==> src/sv/dhsd_pkg.sv <==
package dhsd_pkg;

  localparam logic [31:0] PngSignature   = 32'h474e5089;
  localparam logic [31:0] CoreSize       = 32'd12;
  localparam logic [31:0] MinInfoSize    = 32'd16;
  localparam logic [31:0] MaxInfoSize    = 32'd124;
  localparam logic [31:0] CompMinSize    = 32'd20;
  localparam logic [31:0] PalMinSize     = 32'd36;
  localparam logic [31:0] MinAvail       = 32'd16;
  localparam logic [31:0] CompRgb        = 32'd0;
  localparam logic [31:0] CompBitfields  = 32'd3;
  localparam logic [3:0]  BitfieldsBytes = 4'd12;
  localparam logic [24:0] ManyColors     = 25'd16777216;
  localparam logic [62:0] TotalLimit     = 63'h7fff_ffff_ffff_ffff;

  localparam int QDepth = 2;
  localparam int QAw    = $clog2(QDepth);
  localparam int QCw    = $clog2(QDepth + 1);

  localparam int SpanW   = 44;
  localparam int SpanLoW = SpanW / 2;
  localparam int SpanHiW = SpanW - SpanLoW;

  typedef enum logic [1:0] {
    ST_INVALID = 2'd0,
    ST_BITMAP  = 2'd1,
    ST_PNG     = 2'd2
  } status_e;

  typedef struct packed {
    status_e      status;
    logic         icon;
    logic [31:0]  width;
    logic [31:0]  height;
    logic [15:0]  depth;
    logic [24:0]  colors;
    logic [6:0]   hsize;
    logic         per4;
    logic [31:0]  pal;
    logic         comp_none;
    logic         comp_bitf;
    logic [31:0]  avail;
  } item_t;

endpackage

==> src/sv/dhsd_queue.sv <==
module dhsd_queue (
  input  logic            clk_i,
  input  logic            rst_ni,
  input  logic            push_valid_i,
  output logic            push_ready_o,
  input  dhsd_pkg::item_t push_item_i,
  output logic            pop_valid_o,
  input  logic            pop_ready_i,
  output dhsd_pkg::item_t pop_item_o
);
  import dhsd_pkg::*;

  item_t            mem_q [QDepth];
  logic [QAw-1:0]   wr_ptr_q, rd_ptr_q;
  logic [QCw-1:0]   count_q, count_d;
  logic             push, pop;

  assign push_ready_o = (count_q != QCw'(QDepth));
  assign pop_valid_o  = (count_q != '0);
  assign push         = push_valid_i && push_ready_o;
  assign pop          = pop_valid_o && pop_ready_i;
  assign pop_item_o   = mem_q[rd_ptr_q];

  always_comb begin
    count_d = count_q;
    case ({push, pop})
      2'b10:   count_d = count_q + QCw'(1);
      2'b01:   count_d = count_q - QCw'(1);
      default: count_d = count_q;
    endcase
  end

  always_ff @(posedge clk_i or negedge rst_ni) begin
    if (!rst_ni) begin
      wr_ptr_q <= '0;
      rd_ptr_q <= '0;
      count_q  <= '0;
    end else begin
      count_q <= count_d;
      if (push) begin
        wr_ptr_q <= (wr_ptr_q == QAw'(QDepth - 1)) ? '0 : wr_ptr_q + QAw'(1);
      end
      if (pop) begin
        rd_ptr_q <= (rd_ptr_q == QAw'(QDepth - 1)) ? '0 : rd_ptr_q + QAw'(1);
      end
    end
  end

  always_ff @(posedge clk_i) begin
    if (push) begin
      mem_q[wr_ptr_q] <= push_item_i;
    end
  end

endmodule

==> config.mk <==
export PLATFORM = sky130hd
export DESIGN_NAME = dhsd_queue
export DESIGN_NICKNAME = d
export VERILOG_FILES = /design/src/sv/dhsd_pkg.sv /design/src/sv/dhsd_queue.sv
export SDC_FILE = /design/constraint.sdc
export NUM_CORES = 1
export LEC_CHECK = 0
export BUFFER_PORTS_ARGS = -buffer_cell sky130_fd_sc_hd__buf_4
export CAP_MARGIN = 20
export CORE_MARGIN = 2
export CORE_UTILIZATION = 32
export CTS_BUF_LIST = sky130_fd_sc_hd__clkbuf_4 sky130_fd_sc_hd__clkbuf_8
export DETAILED_ROUTE_END_ITERATION = 12
export PLACE_DENSITY = 0.55
export SKIP_LAST_GASP = 1
export SYNTH_ARGS = -nofsm -noshare
export SYNTH_HDL_FRONTEND = slang
export SYNTH_SLANG_ARGS = --single-unit
export TNS_END_PERCENT = 100
==> constraint.sdc <==
create_clock -name clk_i -period 18.9 [get_ports clk_i]
set_input_delay 3.78 -clock clk_i [delete_from_list [all_inputs] [get_ports clk_i]]
set_output_delay 3.78 -clock clk_i [all_outputs]
set_load 0.01 [all_outputs]
==> run_results.csv <==
group,metric,value,unit
pwr,pwr-share-comb,31.0,%
placement,gp_congestion,0.7246,
logic_synthesis,synth-edff-count,364,
clocking,cts_buffers,68,
clocking,htree_levels,3,
finish,fillers,3746,
logic_synthesis,syn_inst,583,
die,rows,74,
route,post_drt_via_cell_ratio,4.359,
logic_synthesis,ys_seq_area_share,82.35,%
timing,fin_skew,0.01738,ns
die,coreArea,41110,µm²
logic_synthesis,synthAdderAreaFrac,0.09341,%
pwr,leakagePower,6.664,nW
logic_synthesis,synth_top_family_by_area,"multiplexers",
logic_synthesis,synthMuxAreaShare,15.30,%
worst_setup_path,critPathKind,"reg -> out",
logic_synthesis,synthTopCellsByCount,"edfxtp_1 (364), mux2_2 (182), buf_6 (19), dfrtp_1 (4), xnor2_1 (3)",
clocking,cts-root-buf,"clkbuf_8",
pwr,clkPwrFrac,26.0,%
global_route,grt_usage,13.33,%
die,io_pins,370,
route,highest_layer,"met4",
pwr,p_total,2.746,mW
placement,post-dp-hpwl,18.84,mm
logic_synthesis,synth_top_area_share,81.61,%
route,finalWirelength,29.51,mm
route,vias,6935,
worst_setup_path,start_kind,"register",
pwr,p_sw_share,29.14,%
worst_setup_path,critPathMaxStageDelay,1.07,ns
die,die_h,208.6,µm
worst_setup_path,crit_fanout,67,
clocking,cts_tree,"done",
logic_synthesis,synth_compound_area_share,0,%
route,drc,0,
global_route,overflow,0,
logic_synthesis,async_flop_share,1.087,%
flow_run,maxCapViolations,0,
logic_synthesis,ys_dominant_reg_cell,"edfxtp_1",
route,drtIter0Drc,248,
status,outcome,"finished, final reports clean",
global_route,first_global_vias,7519,
logic_synthesis,syn_nets,770,
route,antenna_left,0,
placement,post-place-cells,1471,
pwr,power_frac_seq,43.0,%
die,start_util,32.58,%
pwr,switchingPower,0.8004,mW
pwr,ir_worst_vdd,74.29,µV
timing,fin_tns_setup,0,ns
route,drtPass1Iterations,4,
logic_synthesis,synth_xor_area_share,0.3270,%
clocking,post_cts_buffers,0,
timing,slew_violations,0,
logic_synthesis,yosys_warnings,0,
clocking,clk_latency,0.60,ns
finish,num_antenna_cells,0,
finish,final_nets,1196,
timing,setup-violations-final,0,
finish,postLayoutCoreUtil,43.70,%
die,die_w,208.6,µm
worst_setup_path,cp_cell_sequence,"buf_4 -> mux2_2 -> buf_4",
clocking,cts-hold-fix-buffers,0,
finish,area_growth_syn_to_layout,34.12,%
worst_setup_path,worst-endpoint-arrival,3.13,ns
logic_synthesis,synth-seq-cells,368,
route,met2_length,14.36,mm
logic_synthesis,ys_types,14,
worst_setup_path,reg2reg_depth,5,
finish,drive_gt1_share,62.61,%
worst_setup_path,path_depth,3,
timing,worstMarginPinSlew,0.9974,ns
timing,min_period,6.913,ns
route,routed-wl-met3,2.661,mm
logic_synthesis,synth-simple-area-share,0.2896,%
logic_synthesis,synth_area,13390,µm²
worst_setup_path,end_kind,"output pin",
worst_setup_path,required,15.12,ns
timing,report.final.hold_viol_count,0,
min_path,min_path_type,"reg -> reg",
clocking,post_cts_resized,0,
timing,max_freq,0.1447,GHz
finish,final_cells,1591,
worst_setup_path,critical_path.most_common_cell,"buf_4",
logic_synthesis,synth_area_leaders,"edfxtp_1 (82%), mux2_2 (15%), buf_6 (1.6%)",
logic_synthesis,synth_largest_area_cell,"edfxtp_1",
logic_synthesis,synth_area_per_cell,22.97,µm²
global_route,antenna_found_initial,0,
global_route,grt_max_degree,70,
min_path,hold_depth,1,
worst_setup_path,cpMaxStageDelayCell,"dfrtp_4",
placement,io_buffers,369,
logic_synthesis,synth_most_common_cell,"edfxtp_1",
timing,fin_worst_hold_slack,0.4802,ns
die,die_area,43510,µm²
route,wl_per_cell,18.55,µm
clocking,cts.sinks,368,
clocking,clk_pin_slew,0.05,ns
pwr,p_int,1.946,mW
clocking,cts.path.max_buffers,3,
timing,slew_headroom,33.51,%
timing,finalCritPeriodShare,36.58,%
worst_setup_path,worst-path-buf-inv,2,
pwr,p_per_area,152.9,nW/µm²
timing,rsz0062_at_grt,"no",
worst_setup_path,critical-path-top-delay-family,"flip-flops",
route,m1WireLength,11.71,mm
global_route,grt_pass1_wl,44.09,mm
==> metrics by stage <==
stage          cell area [µm²]  setup WS (ns)
2_1_floorplan            13390          6.749
3_5_place_dp             16680          12.32
4_1_cts                  17960          11.81
5_1_grt                  17960          11.74
6_report                 17960          11.99
3_3_place_gp             16680          12.33
==> sequential cells by signal, indices dropped and copies added, names as in the netlist <==
signal,cells
wr_ptr_q,1
rd_ptr_q,1
mem_q,364
count_q,2
==> final timing paths <==
kind	start	end	slack (ns)
setup / recovery	rd_ptr_q	pop_item_o[35]	11.99
hold / removal	count_q[1]	count_q[1]	0.48
setup reg to reg	count_q[0]	mem_q[0][172]	15.67
max in group asynchronous	rst_ni	rd_ptr_q	15.79
hold reg to reg	count_q[1]	count_q[1]	0.48
min in group asynchronous	rst_ni	wr_ptr_q	2.99
==> worst register-to-register path: cells and delay by family (launching register included) <==
| kind | cells | cell delay, ns |
|---|---|---|
| simple gates | 3 | 1.07 |
| flops | 1 | 0.40 |
| buf+inv | 2 | 1.37 |
==> routing by layer <==
layer | vias up | track usage, %
li1 | 3198 | -
met1 | 3414 | 15.38
met2 | 263 | 21.57
met3 | 60 | 6.162
met4 | 0 | 5.345
met5 | - | 0
==> power groups by stage <==
stage | Clock, mW | Combinational [mW] | Sequential [mW]
floorplan | 0 | 0.506 | 1.21
global placement | 0 | 0.873 | 1.19
detailed placement | 0 | 0.868 | 1.20
CTS | 0.746 | 0.873 | 1.19
global route | 0.778 | 0.914 | 1.20
finish | 0.714 | 0.850 | 1.18
==> logic make-up (layout without fill, tap and decap cells) <==
family,after synthesis,count (layout)
AND/OR/NAND/NOR,7,7
adder cells (fa/ha/maj),1,1
flip-flops,368,368
XOR/XNOR,5,5
multiplexers,182,182
buffers and inverters,20,496
==> layout make-up <==
class                      instances  area (µm²)  share of cell area, %
multi-input combinational        195        2157                  12.01
clock inverter                    31       171.4                 0.9542
clock buffer                      89        1112                  6.192
timing repair buffer             376        2823                  15.71
tap                              532       665.6                  3.706
sequential                       368       11030                  61.43
==> placed cells by master, fill, tap and decap left out <==
master / Yosys / layout
dfrtp_1: 4 / 3
and2_4: 1 / 1
nand2_1: 1 / 1
bufinv_16: 0 / 1
nor2_1: 2 / 1
xor2_1: 2 / 2
clkbuf_4: 0 / 18
clkinv_2: 0 / 5
clkinvlp_4: 0 / 2
mux2_2: 182 / 182
clkbuf_8: 0 / 71
inv_6: 0 / 2
nand2b_1: 1 / 1
nor2_4: 0 / 1
edfxtp_1: 364 / 364
dfrtp_4: 0 / 1
or2_2: 1 / 1
clkinv_4: 0 / 1
xnor2_1: 3 / 3
ha_1: 1 / 1
buf_4: 0 / 376
clkinv_1: 0 / 20
and3_4: 0 / 1
Power figures use the tool's default switching activity.
