File: src/sv/dhsd_pkg.sv
package dhsd_pkg;

  localparam logic [31:0] PngSignature   = 32'h474e5089;
  localparam logic [31:0] CoreSize       = 32'd12;
  localparam logic [31:0] MinInfoSize    = 32'd16;
  localparam logic [31:0] MaxInfoSize    = 32'd124;
  localparam logic [31:0] CompMinSize    = 32'd20;
  localparam logic [31:0] PalMinSize     = 32'd36;
  localparam logic [31:0] MinAvail       = 32'd16;
  localparam logic [31:0] CompRgb        = 32'd0;
  localparam logic [31:0] CompBitfields  = 32'd3;
  localparam logic [3:0]  BitfieldsBytes = 4'd12;
  localparam logic [24:0] ManyColors     = 25'd16777216;
  localparam logic [62:0] TotalLimit     = 63'h7fff_ffff_ffff_ffff;

  localparam int QDepth = 2;
  localparam int QAw    = $clog2(QDepth);
  localparam int QCw    = $clog2(QDepth + 1);

  localparam int SpanW   = 44;
  localparam int SpanLoW = SpanW / 2;
  localparam int SpanHiW = SpanW - SpanLoW;

  typedef enum logic [1:0] {
    ST_INVALID = 2'd0,
    ST_BITMAP  = 2'd1,
    ST_PNG     = 2'd2
  } status_e;

  typedef struct packed {
    status_e      status;
    logic         icon;
    logic [31:0]  width;
    logic [31:0]  height;
    logic [15:0]  depth;
    logic [24:0]  colors;
    logic [6:0]   hsize;
    logic         per4;
    logic [31:0]  pal;
    logic         comp_none;
    logic         comp_bitf;
    logic [31:0]  avail;
  } item_t;

endpackage

File: src/sv/dhsd_front.sv
module dhsd_front (
  input  logic                clk_i,
  input  logic                rst_ni,
  input  logic                cfg_valid_i,
  output logic                cfg_ready_o,
  input  logic                cfg_data_i,
  input  logic                in_valid_i,
  output logic                in_ready_o,
  input  logic [31:0]         hdr_size_i,
  input  logic [31:0]         word_at_4_i,
  input  logic [31:0]         word_at_8_i,
  input  logic [31:0]         word_at_12_i,
  input  logic [31:0]         word_at_16_i,
  input  logic [31:0]         word_at_32_i,
  input  logic [31:0]         avail_len_i,
  output logic                fr_valid_o,
  input  logic                fr_ready_i,
  output dhsd_pkg::item_t     fr_item_o
);
  import dhsd_pkg::*;

  logic  icon_q;
  logic  fr_valid_q, fr_valid_d;
  item_t item_q, item_d;

  always_comb begin
    logic [31:0] hgt;
    logic [31:0] pal;
    logic [31:0] comp;
    logic [15:0] dep;
    item_d = '0;
    hgt    = '0;
    pal    = '0;
    comp   = '0;
    dep    = '0;
    if (avail_len_i < MinAvail) begin
      item_d.status = ST_INVALID;
    end else if (hdr_size_i == PngSignature && icon_q) begin
      item_d.status = ST_PNG;
    end else if (hdr_size_i == CoreSize ||
                 hdr_size_i inside {[MinInfoSize:MaxInfoSize]}) begin
      if (hdr_size_i == CoreSize) begin
        item_d.width = {16'b0, word_at_4_i[15:0]};
        hgt          = {16'b0, word_at_4_i[31:16]};
        dep          = word_at_8_i[31:16];
        item_d.per4  = 1'b0;
      end else begin
        item_d.width = word_at_4_i;
        hgt          = word_at_8_i[31] ? (~word_at_8_i + 32'd1) : word_at_8_i;
        dep          = word_at_12_i[31:16];
        item_d.per4  = 1'b1;
        if (hdr_size_i >= CompMinSize) begin
          comp = word_at_16_i;
        end
        if (hdr_size_i >= PalMinSize) begin
          pal = word_at_32_i;
        end
      end
      item_d.height = icon_q ? (hgt >> 1) : hgt;
      if (dep inside {[16'd1:16'd8]}) begin
        item_d.colors = 25'd1 << dep[3:0];
        if (pal == '0) begin
          pal = 32'(item_d.colors);
        end
      end else begin
        item_d.colors = ManyColors;
      end
      item_d.status    = ST_BITMAP;
      item_d.icon      = icon_q;
      item_d.depth     = dep;
      item_d.hsize     = hdr_size_i[6:0];
      item_d.pal       = pal;
      item_d.comp_none = (comp == CompRgb);
      item_d.comp_bitf = (comp == CompBitfields);
      item_d.avail     = avail_len_i;
    end else begin
      item_d.status = ST_INVALID;
    end
  end

  assign cfg_ready_o = 1'b1;
  assign in_ready_o  = !fr_valid_q || fr_ready_i;
  assign fr_valid_d  = in_ready_o ? in_valid_i : fr_valid_q;
  assign fr_valid_o  = fr_valid_q;
  assign fr_item_o   = item_q;

  always_ff @(posedge clk_i or negedge rst_ni) begin
    if (!rst_ni) begin
      icon_q     <= 1'b0;
      fr_valid_q <= 1'b0;
    end else begin
      fr_valid_q <= fr_valid_d;
      if (cfg_valid_i && cfg_ready_o) begin
        icon_q <= cfg_data_i;
      end
    end
  end

  always_ff @(posedge clk_i) begin
    if (in_valid_i && in_ready_o) begin
      item_q <= item_d;
    end
  end

endmodule

File: config.mk
export PLATFORM = sky130hd
export DESIGN_NAME = dhsd_front
export DESIGN_NICKNAME = d
export VERILOG_FILES = /design/src/sv/dhsd_pkg.sv /design/src/sv/dhsd_front.sv
export SDC_FILE = /design/constraint.sdc
export NUM_CORES = 1
export LEC_CHECK = 0
export BUFFER_PORTS_ARGS = -buffer_cell sky130_fd_sc_hd__buf_4
export CELL_PAD_IN_SITES_DETAIL_PLACEMENT = 1
export CELL_PAD_IN_SITES_GLOBAL_PLACEMENT = 1
export CORE_AREA = 2 2 159 161
export CTS_CLUSTER_DIAMETER = 50
export CTS_CLUSTER_SIZE = 14
export DETAILED_ROUTE_END_ITERATION = 12
export DIE_AREA = 0 0 161 163
export GPL_TIMING_DRIVEN = 0
export PLACE_DENSITY = 0.88
export REMOVE_ABC_BUFFERS = 1
export SLEW_MARGIN = 20
export SYNTH_ARGS = -nofsm -noshare
export SYNTH_HDL_FRONTEND = slang
export SYNTH_SLANG_ARGS = --single-unit
File: constraint.sdc
create_clock -name clk_i -period 6.6 [get_ports clk_i]
set_clock_uncertainty 0.15 [all_clocks]
set_input_delay 0 -clock clk_i [delete_from_list [all_inputs] [get_ports clk_i]]
set_output_delay 0 -clock clk_i [all_outputs]
set_load 0.02 [all_outputs]
==> results of run 1 <==
==> layer usage <==
| metal | routed length (microns) | share of wire [%] | global-route usage, % | up-vias |
|---|---|---|---|---|
| li1 | - | - | - | 3646 |
| met1 | 14000 | 36 | 31.3 | 4104 |
| met2 | 21100 | 54 | 54.8 | 416 |
| met3 | 2730 | 7.0 | 7.10 | 85 |
| met4 | 1310 | 3.3 | 11.3 | 0 |
| met5 | 0 | 0 | 0 | - |
==> per-stage QoR <==
stage / hold WS, ps / util (%) / instances / total power [mW]
floorplan: -446 / - / 656 / 1.48
global placement: -359 / 47.2 / 1375 / 1.71
detailed placement: -354 / 47.9 / 1385 / 1.71
CTS: 6.50 / 56.7 / 1576 / 2.80
global route: 29.5 / 56.8 / 1578 / 2.90
finish: 24.4 / 56.8 / 1579 / 2.83
==> Yosys cell counts, types with 9 or more instances <==
library cell,n
edfxtp_1,174
and2_1,82
nor2_1,49
nand2_1,46
nor4_1,37
clkbuf_1,34
xnor2_1,26
a21oi_1,21
nor3_1,21
and3_1,17
o21ai_0,14
mux2_2,13
or3_1,13
mux2i_1,11
nand4_1,11
nand2b_1,10
nand3_1,10
o31ai_1,10
buf_4,9
==> state kept, by name, indices dropped and copies added, names as in the netlist <==
name / count
fr_item_o: 174
fr_valid_o: 1
icon_q: 1
==> cells in the final DEF, fill, tap and decap left out, drive strengths merged, types with 7 or more instances in the layout <==
cell type and instances:
a21oi 21, and2 83, and3 17, buf 399, clkbuf 17, clkinv 7
conb 17, dlygate4sd3 159, edfxtp 174, inv 12, mux2 15, mux2i 11
nand2 46, nand2b 10, nand3 10, nand4 11, nor2 50, nor3 22
nor4 37, o21ai 14, o31ai 13, o41ai 10, or3 13, xnor2 26
==> how the worst max path moves through the flow <==
stage / endpoint / startpoint / slack, ps
3_3_place_gp: fr_item_o[27]$_SDFFCE_PP0P_ / fr_valid_o$_DFFE_PN0N_ / -320
3_5_place_dp: fr_item_o[133]$_SDFFCE_PP0P_ / hdr_size_i[20] / 2570
5_1_grt: fr_item_o[133]$_SDFFCE_PP0P_ / hdr_size_i[26] / 2370
2_1_floorplan: fr_item_o[0]$_SDFFCE_PP0P_ / fr_valid_o$_DFFE_PN0N_ / 1180
4_1_cts: fr_item_o[133]$_SDFFCE_PP0P_ / hdr_size_i[26] / 2770
6_report: fr_item_o[133]$_SDFFCE_PP0P_ / hdr_size_i[26] / 2580
==> worst register-to-register path: cells and delay by family, from the launching register on <==
family          cells  cell delay, ps
compound gates      1             300
buf+inv             2            1160
flops               1            1060
==> cell type report <==
type	instances	share of cell area [%]
Inverter	6	0.179
Tap cell	330	2.95
Clock inverter	15	1.22
Antenna cell	3	0.0536
Clock buffer	17	3.04
Timing Repair Buffer	558	33.3
Multi-Input combinational cell	474	21.6
Sequential cell	176	37.7
==> repair_timing <==
| item | in CTS | in global routing |
|---|---|---|
| hold endpoints to repair | 173 | 0 |
| resized for setup | 0 | 0 |
| hold buffers | 159 | 0 |
==> power breakdown <==
group	switching (mW)	internal, mW	total (mW)
Clock	0.540	0.513	1.05
Combinational	0.246	0.239	0.485
Sequential	0.0239	1.27	1.29
==> cells by family (layout without fill, tap and decap cells) <==
kind of cell	count (synthesis)	after routing	share of synthesized area [%]
flip-flops	176	176	62.0
multiplexers	26	26	3.37
AND/OR/NAND/NOR	316	316	20.4
other	2	20	0.0882
AO/OA/AOI/OAI	84	84	7.51
XOR/XNOR	30	30	3.09
adder cells (fa/ha/maj)	1	1	0.147
buffers and inverters	61	596	3.38
==> report_table.html, run 1 <==
<table>
<tr><th>Metric</th><th>Value</th></tr>
<tr><th colspan="2">Finish</th></tr>
<tr><td>Fraction of final layout cells with drive strength greater than 1</td><td>37.3%</td></tr>
<tr><td>Post-layout nets</td><td>1464</td></tr>
<tr><td>Area overhead of the layout relative to synthesis</td><td>64.6%</td></tr>
<tr><td>Register cell area after layout</td><td>5280 sq um</td></tr>
<tr><td>Area taken by multi-input logic gates</td><td>3020 sq um</td></tr>
<tr><td>Area of all placed cells without fillers</td><td>14000 sq um</td></tr>
<tr><td>Filler cell count in the final layout</td><td>2577</td></tr>
<tr><th colspan="2">Setup path</th></tr>
<tr><td>Reg2Reg Launch Point</td><td>icon_q$_DFFE_PN0P_</td></tr>
<tr><td>R2r endpoint</td><td>icon_q$_DFFE_PN0P_</td></tr>
<tr><td>Kind of cell adding the most delay to the critical path</td><td>simple AND/OR/NAND/NOR gates</td></tr>
<tr><td>Critical path buffer and inverter count</td><td>4</td></tr>
<tr><td>Max Fanout on Critical Path</td><td>78</td></tr>
<tr><td>Register-to-register path setup slack</td><td>3860 ps</td></tr>
<tr><td>Critical path depth in cells</td><td>9</td></tr>
<tr><td>Crit. End Element</td><td>flip-flop</td></tr>
<tr><td>Startpoint kind of the worst setup timing path</td><td>input port</td></tr>
<tr><td>Slowest cell on the critical path</td><td>or3_2</td></tr>
<tr><td>Cell Chain, Critical Path</td><td>dlygate4sd3_1, buf_4, nor4_1, nand3_1, or3_2, buf_16, inv_4, nand2_1, a211oi_1</td></tr>
<tr><td>Worst Path Required</td><td>6640 ps</td></tr>
<tr><td>Critical path class</td><td>in2reg</td></tr>
<tr><td>Worst reg-to-reg path cell count</td><td>3</td></tr>
<tr><td>Delay of the slowest cell on the worst path</td><td>840 ps</td></tr>
<tr><td>Arrival time of the worst setup path</td><td>4060 ps</td></tr>
<tr><th colspan="2">Logic synthesis</th></tr>
<tr><td>Number of unique standard cell types used by synthesis</td><td>54</td></tr>
<tr><td>Cell Area, Synth</td><td>8510 sq um</td></tr>
<tr><td>Number of flops mapped to enable cells by yosys</td><td>174</td></tr>
<tr><td>Biggest area consumer among synthesized cells</td><td>edfxtp_1</td></tr>
<tr><td>Top cell type's share of synthesized area</td><td>61.4%</td></tr>
<tr><td>Per-instance average area after synthesis</td><td>12.2 sq um</td></tr>
<tr><td>Number of storage elements in the synthesis netlist</td><td>176</td></tr>
<tr><td>Largest cells by area after synthesis</td><td>edfxtp_1 (61%), and2_1 (6.0%), nor4_1 (2.7%)</td></tr>
<tr><td>Fraction of the yosys area taken by sequential cells</td><td>62.0%</td></tr>
<tr><td>Share of synthesized flip-flops with an asynchronous set or reset</td><td>1.14%</td></tr>
<tr><td>Flip-flop cell with the highest count after synthesis</td><td>edfxtp_1</td></tr>
<tr><td>Ys Warns</td><td>0</td></tr>
<tr><td>Synth Instances</td><td>696</td></tr>
<tr><th colspan="2">Timing</th></tr>
<tr><td>Final critical-path required period</td><td>4020 ps</td></tr>
<tr><td>Max_slew headroom</td><td>27.9%</td></tr>
<tr><td>Share of the cycle needed by the critical path after routing</td><td>60.9%</td></tr>
<tr><td>RSZ-0062 raised after global routing</td><td>no</td></tr>
<tr><td>Slew at the pin with the worst max-slew slack</td><td>1080 ps</td></tr>
<tr><td>Number of failing hold endpoints at the final stage</td><td>0</td></tr>
<tr><td>Accumulated negative setup slack</td><td>0 ps</td></tr>
<tr><td>Final number of max-transition violations</td><td>0</td></tr>
<tr><td>Final WS setup</td><td>2580 ps</td></tr>
<tr><td>Final setup violating endpoints</td><td>0</td></tr>
<tr><td>Top achievable clock speed</td><td>249 MHz</td></tr>
<tr><th colspan="2">Drt</th></tr>
<tr><td>Count of vias placed by the detailed router</td><td>8251</td></tr>
<tr><td>Number of violations reported at the end of detailed-routing iteration 0</td><td>531</td></tr>
<tr><td>First-pass iteration count of the detailed router</td><td>5</td></tr>
<tr><td>Aggregate routed wire length</td><td>39200 microns</td></tr>
<tr><td>Vias per std cell</td><td>5.23</td></tr>
<tr><td>Antenna viol nets, final</td><td>0</td></tr>
<tr><td>Routed wire length per instance</td><td>24.8 microns</td></tr>
<tr><td>Final routed DRC violation total</td><td>0</td></tr>
<tr><th colspan="2">Global routing</th></tr>
<tr><td>Global-route wire length before repair</td><td>57500 microns</td></tr>
<tr><td>Global routing usage summed across all routing layers</td><td>29.1%</td></tr>
<tr><td>Pin count of the biggest net entering global routing</td><td>79</td></tr>
<tr><td>Vias in the first global route</td><td>9207</td></tr>
<tr><td>Antenna violations before repair</td><td>2</td></tr>
<tr><td>Total congestion overflow</td><td>0</td></tr>
<tr><th colspan="2">Hold path</th></tr>
<tr><td>HP Class</td><td>in2reg</td></tr>
<tr><td>WHS Path Cells</td><td>6</td></tr>
<tr><td>Min-Delay Startpoint</td><td>word_at_16_i[11]</td></tr>
<tr><td>Worst Hold Endpoint</td><td>fr_item_o[33]$_SDFFCE_PP0P_</td></tr>
<tr><th colspan="2">Die</th></tr>
<tr><td>Die H</td><td>163 microns</td></tr>
<tr><td>Site Rows</td><td>58</td></tr>
<tr><td>Starting utilization of the core area</td><td>34.5%</td></tr>
<tr><td>Die boundary width</td><td>161 microns</td></tr>
<tr><td>Total Die Area</td><td>26200 sq um</td></tr>
<tr><td>I/O pins</td><td>415</td></tr>
<tr><td>Core area</td><td>24700 sq um</td></tr>
<tr><th colspan="2">CTS</th></tr>
<tr><td>Clk sink count</td><td>176</td></tr>
<tr><td>Max clock buf depth</td><td>2</td></tr>
<tr><td>H-tree Lvls</td><td>4</td></tr>
<tr><td>Clock input transition at the sequential cells of the worst setup and hold paths</td><td>80 ps</td></tr>
<tr><td>CTS tree</td><td>done</td></tr>
<tr><td>Clock root cell</td><td>clkbuf_16</td></tr>
<tr><td>Cts bufs inserted</td><td>17</td></tr>
<tr><td>Skew-Pair Late Insertion Delay</td><td>410 ps</td></tr>
<tr><td>Setup Buffers After CTS</td><td>0</td></tr>
<tr><th colspan="2">Power and ir drop</th></tr>
<tr><td>Peak supply drop</td><td>0.000134 V</td></tr>
<tr><td>Pwr Density</td><td>202 nW/um^2</td></tr>
<tr><td>Static leakage</td><td>5.88 nW</td></tr>
<tr><th colspan="2">Placement</th></tr>
<tr><td>Half-perimeter wire length after detailed placement</td><td>23600 microns</td></tr>
<tr><td>Pre-CTS setup slack</td><td>2570 ps</td></tr>
<tr><td>Weighted congestion reported at the end of routability-driven placement</td><td>0.849</td></tr>
<tr><td>Port Buf Inserts</td><td>389</td></tr>
<tr><td>Total cell area at the placement stage</td><td>11800 sq um</td></tr>
<tr><th colspan="2">Outcome</th></tr>
<tr><td>Status</td><td>finished, final reports clean</td></tr>
<tr><th colspan="2">Flow run</th></tr>
<tr><td>Maximum capacitance violations</td><td>0</td></tr>
</table>
Note: power is estimated with default switching activity, not from simulation.
==> run 2: changes to the inputs <==
==> constraint.sdc (replaced) <==
create_clock -name clk_i -period 3.9 [get_ports clk_i]
set_clock_uncertainty 0.15 [all_clocks]
set_input_delay 0 -clock clk_i [delete_from_list [all_inputs] [get_ports clk_i]]
set_output_delay 0 -clock clk_i [all_outputs]
set_load 0.02 [all_outputs]
==> run 2 against run 1 <==
Net effect:
- global-route usage did not move
- setup slack worse by 2300 ps
- core utilization hardly changed
- die area unchanged
==> report_table.html, run 2 (synthesis results as in run 1) <==
<table>
<tr><th>Metric</th><th>Value</th></tr>
<tr><th colspan="2">Finish</th></tr>
<tr><td>Most common cell after layout, fill and taps aside</td><td>buf_4</td></tr>
<tr><td>Commonest cells after routing, fill and taps aside</td><td>buf_4 (391), edfxtp_1 (174), dlygate4sd3_1 (159)</td></tr>
<tr><td>Area overhead of the layout relative to synthesis</td><td>64.6% (about the same)</td></tr>
<tr><td>Max FFs per register</td><td>174 (unchanged)</td></tr>
<tr><td>Post-layout nets</td><td>1464 (unchanged)</td></tr>
<tr><td>Final std cells w/o fill</td><td>1578 (-0.063%)</td></tr>
<tr><td>Filler cell count in the final layout</td><td>2580 (+0.12%)</td></tr>
<tr><td>Fraction of final layout cells with drive strength greater than 1</td><td>37.4% (+0.080 points)</td></tr>
<tr><td>Area of all placed cells without fillers</td><td>14000 sq um (about the same)</td></tr>
<tr><th colspan="2">Setup path</th></tr>
<tr><td>Cell Chain, Critical Path</td><td>dlygate4sd3_1, buf_4, nor4_1, nand3_1, or3_2, buf_16, inv_6, nand2_2, a211oi_1</td></tr>
<tr><td>Slowest cell on the critical path</td><td>or3_2</td></tr>
<tr><td>Startpoint kind of the worst setup timing path</td><td>input port</td></tr>
<tr><td>Delay of the slowest cell on the worst path</td><td>830 ps (about the same)</td></tr>
<tr><td>Max Fanout on Critical Path</td><td>78 (unchanged)</td></tr>
<tr><td>Crit. End Element</td><td>flip-flop</td></tr>
<tr><td>Critical path class</td><td>in2reg</td></tr>
<tr><td>Arrival time of the worst setup path</td><td>3620 ps (-440 ps)</td></tr>
<tr><td>Worst Path Required</td><td>3940 ps (-2700 ps)</td></tr>
<tr><td>Register-to-register path setup slack</td><td>1190 ps (-2670 ps)</td></tr>
<tr><th colspan="2">Drt</th></tr>
<tr><td>Vias per std cell</td><td>5.26 (+0.60%)</td></tr>
<tr><td>Final routed DRC violation total</td><td>0 (unchanged)</td></tr>
<tr><td>Routed wire length per instance</td><td>24.8 microns (-0.16%)</td></tr>
<tr><td>Count of vias placed by the detailed router</td><td>8295 (+0.53%)</td></tr>
<tr><td>Aggregate routed wire length</td><td>39100 microns (-0.23%)</td></tr>
<tr><td>First-pass iteration count of the detailed router</td><td>5 (unchanged)</td></tr>
<tr><td>Number of violations reported at the end of detailed-routing iteration 0</td><td>514 (-3.2%)</td></tr>
<tr><td>Antenna viol nets, final</td><td>0 (unchanged)</td></tr>
<tr><th colspan="2">CTS</th></tr>
<tr><td>Cts bufs inserted</td><td>17 (unchanged)</td></tr>
<tr><td>CTS tree</td><td>done</td></tr>
<tr><td>Clock root cell</td><td>clkbuf_16</td></tr>
<tr><td>Setup Buffers After CTS</td><td>0 (unchanged)</td></tr>
<tr><td>Skew-Pair Late Insertion Delay</td><td>410 ps (about the same)</td></tr>
<tr><td>H-tree Lvls</td><td>4 (unchanged)</td></tr>
<tr><td>Max clock buf depth</td><td>2 (unchanged)</td></tr>
<tr><td>Clk sink count</td><td>176 (unchanged)</td></tr>
<tr><td>Clock input transition at the sequential cells of the worst setup and hold paths</td><td>80 ps (about the same)</td></tr>
<tr><th colspan="2">Placement</th></tr>
<tr><td>Port Buf Inserts</td><td>389 (unchanged)</td></tr>
<tr><td>Weighted congestion reported at the end of routability-driven placement</td><td>0.849 (unchanged)</td></tr>
<tr><td>Half-perimeter wire length after detailed placement</td><td>23600 microns (unchanged)</td></tr>
<tr><td>Pre-CTS setup slack</td><td>-128 ps (-2700 ps)</td></tr>
<tr><td>Total cell area at the placement stage</td><td>11800 sq um (unchanged)</td></tr>
<tr><td>Instance count after placement with tap cells included</td><td>1385 (unchanged)</td></tr>
<tr><th colspan="2">Global routing</th></tr>
<tr><td>Antenna violations before repair</td><td>2 (unchanged)</td></tr>
<tr><td>Pin count of the biggest net entering global routing</td><td>79 (unchanged)</td></tr>
<tr><td>Total congestion overflow</td><td>0 (unchanged)</td></tr>
<tr><td>Global-route wire length before repair</td><td>57500 microns (unchanged)</td></tr>
<tr><td>Global routing usage summed across all routing layers</td><td>29.1% (unchanged)</td></tr>
<tr><td>Vias in the first global route</td><td>9207 (unchanged)</td></tr>
<tr><th colspan="2">Power and ir drop</th></tr>
<tr><td>Pwr Density</td><td>342 nW/um^2 (+69%)</td></tr>
<tr><td>Peak supply drop</td><td>0.000228 V (+70%)</td></tr>
<tr><td>Static leakage</td><td>5.88 nW (about the same)</td></tr>
<tr><th colspan="2">Timing</th></tr>
<tr><td>Final WS setup</td><td>323 ps (-2250 ps)</td></tr>
<tr><td>Hold slack</td><td>26.8 ps (+2.37 ps)</td></tr>
<tr><td>Final critical-path required period</td><td>3580 ps</td></tr>
<tr><td>Number of failing hold endpoints at the final stage</td><td>0 (unchanged)</td></tr>
<tr><td>Top achievable clock speed</td><td>280 MHz</td></tr>
<tr><td>Final setup violating endpoints</td><td>0 (unchanged)</td></tr>
<tr><td>Max_slew headroom</td><td>29.0% (+1.1 points)</td></tr>
<tr><td>RSZ-0062 raised after global routing</td><td>no</td></tr>
<tr><td>Share of the cycle needed by the critical path after routing</td><td>91.7%</td></tr>
<tr><td>Final number of max-transition violations</td><td>0 (unchanged)</td></tr>
<tr><td>Slew at the pin with the worst max-slew slack</td><td>1060 ps (-16.6 ps)</td></tr>
<tr><th colspan="2">Outcome</th></tr>
<tr><td>Status</td><td>finished, final reports clean</td></tr>
<tr><th colspan="2">Die</th></tr>
<tr><td>I/O pins</td><td>415 (unchanged)</td></tr>
<tr><td>Total Die Area</td><td>26200 sq um (unchanged)</td></tr>
<tr><td>Site Rows</td><td>58 (unchanged)</td></tr>
<tr><td>Die H</td><td>163 microns (unchanged)</td></tr>
<tr><td>Die boundary width</td><td>161 microns (unchanged)</td></tr>
<tr><td>Starting utilization of the core area</td><td>34.5% (unchanged)</td></tr>
<tr><td>Core area</td><td>24700 sq um (unchanged)</td></tr>
<tr><th colspan="2">Hold path</th></tr>
<tr><td>HP Class</td><td>in2reg</td></tr>
<tr><th colspan="2">Flow run</th></tr>
<tr><td>Maximum capacitance violations</td><td>0 (unchanged)</td></tr>
</table>
## run 2: cell count changes in the layout (fill, tap and decap cells not counted), sizes merged
cell / change
diode: -1
## run 2: cell type report
class | instances | area, sq um | share of cell area (%)
clock buffer | 17 | 425 | 3.04
multi-input combinational | 474 | 3020 | 21.6
clock inverter | 15 | 171 | 1.22
timing repair buffer | 558 | 4670 | 33.3
tap | 330 | 413 | 2.95
antenna | 2 | 5.00 | 0.0357
inverter | 6 | 27.5 | 0.196
sequential | 176 | 5280 | 37.6
## run 2: through the flow
stage	utilization, %	setup TNS (ps)	total power [mW]
2_1_floorplan	-	-264670	2.50
3_3_place_gp	47.2	-603290	2.89
3_5_place_dp	47.9	-508	2.90
4_1_cts	56.7	0	4.74
5_1_grt	56.8	0	4.92
6_report	56.8	0	4.79
## run 2: per-layer routing
layer / wire length [microns] / up-vias / global-route usage, %
li1: - / 3637 / -
met5: 0 / - / 0
met2: 21100 / 414 / 54.8
met4: 1310 / 0 / 11.3
met1: 13900 / 4163 / 31.3
met3: 2740 / 81 / 7.10
## run 2: report_power, final
group          switching [mW]  internal [mW]  leakage, nW
Sequential             0.0403           2.15         1.77
Clock                   0.909          0.868        0.285
Combinational           0.414          0.405         3.83
## run 2: what timing repair did
item                       CTS  global route
hold endpoints to repair   173             0
gates resized for setup      0             2
hold buffers               159             0
setup endpoints to repair    0            15
## run 2: path summary, 6_finish.rpt
kind	from	end	cells past startpoint
setup reg to reg	icon_q$_DFFE_PN0P_	icon_q$_DFFE_PN0P_	3
hold reg to reg	fr_valid_o$_DFFE_PN0N_	fr_item_o[139]$_SDFFCE_PP0P_	2
setup / recovery	hdr_size_i[26]	fr_item_o[133]$_SDFFCE_PP0P_	9
max in group asynchronous	rst_ni	icon_q$_DFFE_PN0P_	3
hold / removal	word_at_16_i[11]	fr_item_o[33]$_SDFFCE_PP0P_	6
min in group asynchronous	rst_ni	fr_valid_o$_DFFE_PN0N_	3
## run 2: critical path: cells and delay by family
kind	cells	cell delay (ps)
AOI/OAI and AO/OA	1	400
buffers and inverters	4	1370
and+or+nand+nor	4	1790
==> run 3: changes to the inputs <==
--- a/config.mk
+++ b/config.mk
@@ -15,7 +15,9 @@
 export DIE_AREA = 0 0 161 163
 export GPL_TIMING_DRIVEN = 0
 export PLACE_DENSITY = 0.88
+export RECOVER_POWER = 100
 export REMOVE_ABC_BUFFERS = 1
+export SETUP_SLACK_MARGIN = 0.5
 export SLEW_MARGIN = 20
 export SYNTH_ARGS = -nofsm -noshare
 export SYNTH_HDL_FRONTEND = slang
==> run 3 against run 2 <==
Net effect:
- the run now ends with capacitance limit, slew limit left
- wire length grew 0.58%
- sequential power is essentially flat
- setup slack gained 65 ps
- clock-buffer cell count is the same
- fmax grew 1.9%
- via count shrank 0.49%
- register-to-register slack lost 370 ps
- clock power is essentially flat
- worst hold slack gained 1.5 ps
- critical path type unchanged
==> report_table.html, run 3 (synthesis results as in run 1) <==
<table>
<tr><th>Metric</th><th>Value</th></tr>
<tr><th colspan="2">Placement</th></tr>
<tr><td>Instance count after placement with tap cells included</td><td>1385 (unchanged)</td></tr>
<tr><td>Half-perimeter wire length after detailed placement</td><td>23600 microns (unchanged)</td></tr>
<tr><td>Total cell area at the placement stage</td><td>11800 sq um (unchanged)</td></tr>
<tr><td>Port Buf Inserts</td><td>389 (unchanged)</td></tr>
<tr><td>Weighted congestion reported at the end of routability-driven placement</td><td>0.849 (unchanged)</td></tr>
<tr><th colspan="2">Setup path</th></tr>
<tr><td>Critical path buffer and inverter count</td><td>3 (-1)</td></tr>
<tr><td>Crit. End Element</td><td>flip-flop</td></tr>
<tr><td>Max Fanout on Critical Path</td><td>36 (-54%)</td></tr>
<tr><td>Delay of the slowest cell on the worst path</td><td>720 ps (-110 ps)</td></tr>
<tr><td>Worst Path Required</td><td>4030 ps (+90 ps)</td></tr>
<tr><td>Startpoint kind of the worst setup timing path</td><td>input port</td></tr>
<tr><td>Arrival time of the worst setup path</td><td>3640 ps (+20 ps)</td></tr>
<tr><td>Cell Chain, Critical Path</td><td>dlygate4sd3_1, clkbuf_1, nor3_1, nand2_1, or3_1, buf_12, mux2_4, nor3_2, a32o_1</td></tr>
<tr><td>Kind of cell adding the most delay to the critical path</td><td>simple AND/OR/NAND/NOR gates</td></tr>
<tr><td>Critical path class</td><td>in2reg</td></tr>
<tr><td>Slowest cell on the critical path</td><td>or3_1</td></tr>
<tr><th colspan="2">Finish</th></tr>
<tr><td>Post-layout nets</td><td>1464 (unchanged)</td></tr>
<tr><td>Most common cell after layout, fill and taps aside</td><td>buf_4</td></tr>
<tr><td>Final std cells w/o fill</td><td>1582 (+0.25%)</td></tr>
<tr><td>Area of all placed cells without fillers</td><td>13300 sq um (-4.8%)</td></tr>
<tr><td>Fraction of final layout cells with drive strength greater than 1</td><td>22.3% (-15 points)</td></tr>
<tr><td>Area taken by multi-input logic gates</td><td>3010 sq um (-0.29%)</td></tr>
<tr><td>Register cell area after layout</td><td>5280 sq um (unchanged)</td></tr>
<tr><td>Filler cell count in the final layout</td><td>2711 (+5.1%)</td></tr>
<tr><td>Area overhead of the layout relative to synthesis</td><td>56.7%</td></tr>
<tr><td>Commonest cells after routing, fill and taps aside</td><td>buf_4 (211), clkbuf_1 (181), edfxtp_1 (174)</td></tr>
<tr><td>Max FFs per register</td><td>174 (unchanged)</td></tr>
<tr><th colspan="2">Drt</th></tr>
<tr><td>Routed wire length per instance</td><td>24.9 microns (+0.33%)</td></tr>
<tr><td>Vias per std cell</td><td>5.22 (-0.75%)</td></tr>
<tr><td>First-pass iteration count of the detailed router</td><td>8 (+3)</td></tr>
<tr><td>Aggregate routed wire length</td><td>39300 microns (+0.58%)</td></tr>
<tr><td>Antenna viol nets, final</td><td>0 (unchanged)</td></tr>
<tr><td>Number of violations reported at the end of detailed-routing iteration 0</td><td>542 (+5.4%)</td></tr>
<tr><td>Final routed DRC violation total</td><td>0 (unchanged)</td></tr>
<tr><td>Count of vias placed by the detailed router</td><td>8254 (-0.49%)</td></tr>
<tr><th colspan="2">Timing</th></tr>
<tr><td>Max_slew headroom</td><td>-4.81% (-34 points)</td></tr>
<tr><td>Accumulated negative setup slack</td><td>0 ps (unchanged)</td></tr>
<tr><td>Slew at the pin with the worst max-slew slack</td><td>1570 ps (+506 ps)</td></tr>
<tr><td>Final number of max-transition violations</td><td>19 (+19)</td></tr>
<tr><td>Number of failing hold endpoints at the final stage</td><td>0 (unchanged)</td></tr>
<tr><td>Hold slack</td><td>28.3 ps (+1.51 ps)</td></tr>
<tr><td>Final setup violating endpoints</td><td>0 (unchanged)</td></tr>
<tr><td>Share of the cycle needed by the critical path after routing</td><td>90.0% (-1.7 points)</td></tr>
<tr><td>RSZ-0062 raised after global routing</td><td>no</td></tr>
<tr><td>Top achievable clock speed</td><td>285 MHz (+1.9%)</td></tr>
<tr><td>Final critical-path required period</td><td>3510 ps (-65.2 ps)</td></tr>
<tr><th colspan="2">CTS</th></tr>
<tr><td>Max clock buf depth</td><td>2 (unchanged)</td></tr>
<tr><td>H-tree Lvls</td><td>4 (unchanged)</td></tr>
<tr><td>Clock input transition at the sequential cells of the worst setup and hold paths</td><td>80 ps (about the same)</td></tr>
<tr><td>Clock root cell</td><td>clkbuf_16</td></tr>
<tr><td>CTS tree</td><td>done</td></tr>
<tr><td>Clk sink count</td><td>176 (unchanged)</td></tr>
<tr><td>Cts bufs inserted</td><td>17 (unchanged)</td></tr>
<tr><td>Setup Buffers After CTS</td><td>0 (unchanged)</td></tr>
<tr><td>Skew-Pair Late Insertion Delay</td><td>420 ps (about the same)</td></tr>
<tr><th colspan="2">Power and ir drop</th></tr>
<tr><td>Pwr Density</td><td>354 nW/um^2 (+3.6%)</td></tr>
<tr><td>Peak supply drop</td><td>0.000233 V (+2.4%)</td></tr>
<tr><td>Post-layout power</td><td>4.72 mW (-1.3%)</td></tr>
<tr><td>Static leakage</td><td>5.12 nW (-13%)</td></tr>
<tr><th colspan="2">Die</th></tr>
<tr><td>Die boundary width</td><td>161 microns (unchanged)</td></tr>
<tr><td>Total Die Area</td><td>26200 sq um (unchanged)</td></tr>
<tr><td>Core area</td><td>24700 sq um (unchanged)</td></tr>
<tr><td>Site Rows</td><td>58 (unchanged)</td></tr>
<tr><td>Die H</td><td>163 microns (unchanged)</td></tr>
<tr><td>Starting utilization of the core area</td><td>34.5% (unchanged)</td></tr>
<tr><td>I/O pins</td><td>415 (unchanged)</td></tr>
<tr><th colspan="2">Global routing</th></tr>
<tr><td>Total congestion overflow</td><td>0 (unchanged)</td></tr>
<tr><td>Global routing usage summed across all routing layers</td><td>29.2% (+0.18 points)</td></tr>
<tr><td>Global-route wire length before repair</td><td>57700 microns (+0.19%)</td></tr>
<tr><td>Vias in the first global route</td><td>9191 (-0.17%)</td></tr>
<tr><td>Pin count of the biggest net entering global routing</td><td>79 (unchanged)</td></tr>
<tr><td>Antenna violations before repair</td><td>4 (+2)</td></tr>
<tr><th colspan="2">Outcome</th></tr>
<tr><td>Violated checks</td><td>capacitance limit, slew limit</td></tr>
<tr><td>Status</td><td>complete, but fails checks</td></tr>
<tr><th colspan="2">Flow run</th></tr>
<tr><td>Maximum capacitance violations</td><td>1 (+1)</td></tr>
<tr><th colspan="2">Hold path</th></tr>
<tr><td>HP Class</td><td>in2reg</td></tr>
</table>
-- run 3: cell types whose count changed in the layout (fill, tap and decap cells not counted), sizes merged --
cell | previous run | this run
buf | 399 | 217
clkbuf | 17 | 199
diode | 2 | 6
-- run 3: stage by stage --
step,util (%),setup slack (ps)
global placement,47.2,-3020
detailed placement,47.9,-128
finish,54.1,389
floorplan,-,-1520
CTS,56.8,511
global route,54.0,313
-- run 3: final cells by class --
class	count	area share [%]
Sequential cell	176	39.5
Timing Repair Buffer	558	30.0
Multi-Input combinational cell	474	22.6
Clock buffer	17	3.19
Tap cell	330	3.10
Clock inverter	15	1.28
Inverter	6	0.225
Antenna cell	6	0.113
-- run 3: path summary, 6_finish.rpt --
path                                         from                           to  slack [ps]  cells after the start
hold reg to reg            fr_valid_o$_DFFE_PN0N_       fr_valid_o$_DFFE_PN0N_        1030                      3
max in group asynchronous                  rst_ni           icon_q$_DFFE_PN0P_        3120                      3
setup reg to reg               icon_q$_DFFE_PN0P_           icon_q$_DFFE_PN0P_         820                      3
setup / recovery                    hdr_size_i[4]  fr_item_o[35]$_SDFFCE_PP0P_         390                      9
hold / removal                   word_at_16_i[11]  fr_item_o[33]$_SDFFCE_PP0P_          30                      6
min in group asynchronous                  rst_ni       fr_valid_o$_DFFE_PN0N_         340                      3
-- run 3: what timing repair did --
item                                   CTS  global route
resized for setup                        1             3
setup endpoints to repair               13            25
endpoints found under the hold margin  173             0
hold buffers                           159             0
-- run 3: layer usage --
metal | GRT usage, % | wire length, microns | up-vias
met3 | 6.98 | 2700 | 97
met1 | 31.9 | 14300 | 4088
met4 | 11.7 | 1510 | 0
met2 | 54.6 | 20900 | 422
li1 | - | - | 3647
met5 | 0 | 0 | -
-- run 3: worst reg2reg max path: stages, from the launching register on --
cell and delay, ps:
dfrtp_1 1030, inv_1 870, o21ai_0 380, dlygate4sd3_1 590
-- run 3: report_power, final --
| group | switching (mW) | total [mW] | internal (mW) |
|---|---|---|---|
| clock | 0.906 | 1.77 | 0.867 |
| sequential | 0.0374 | 2.19 | 2.15 |
| combinational | 0.418 | 0.762 | 0.344 |
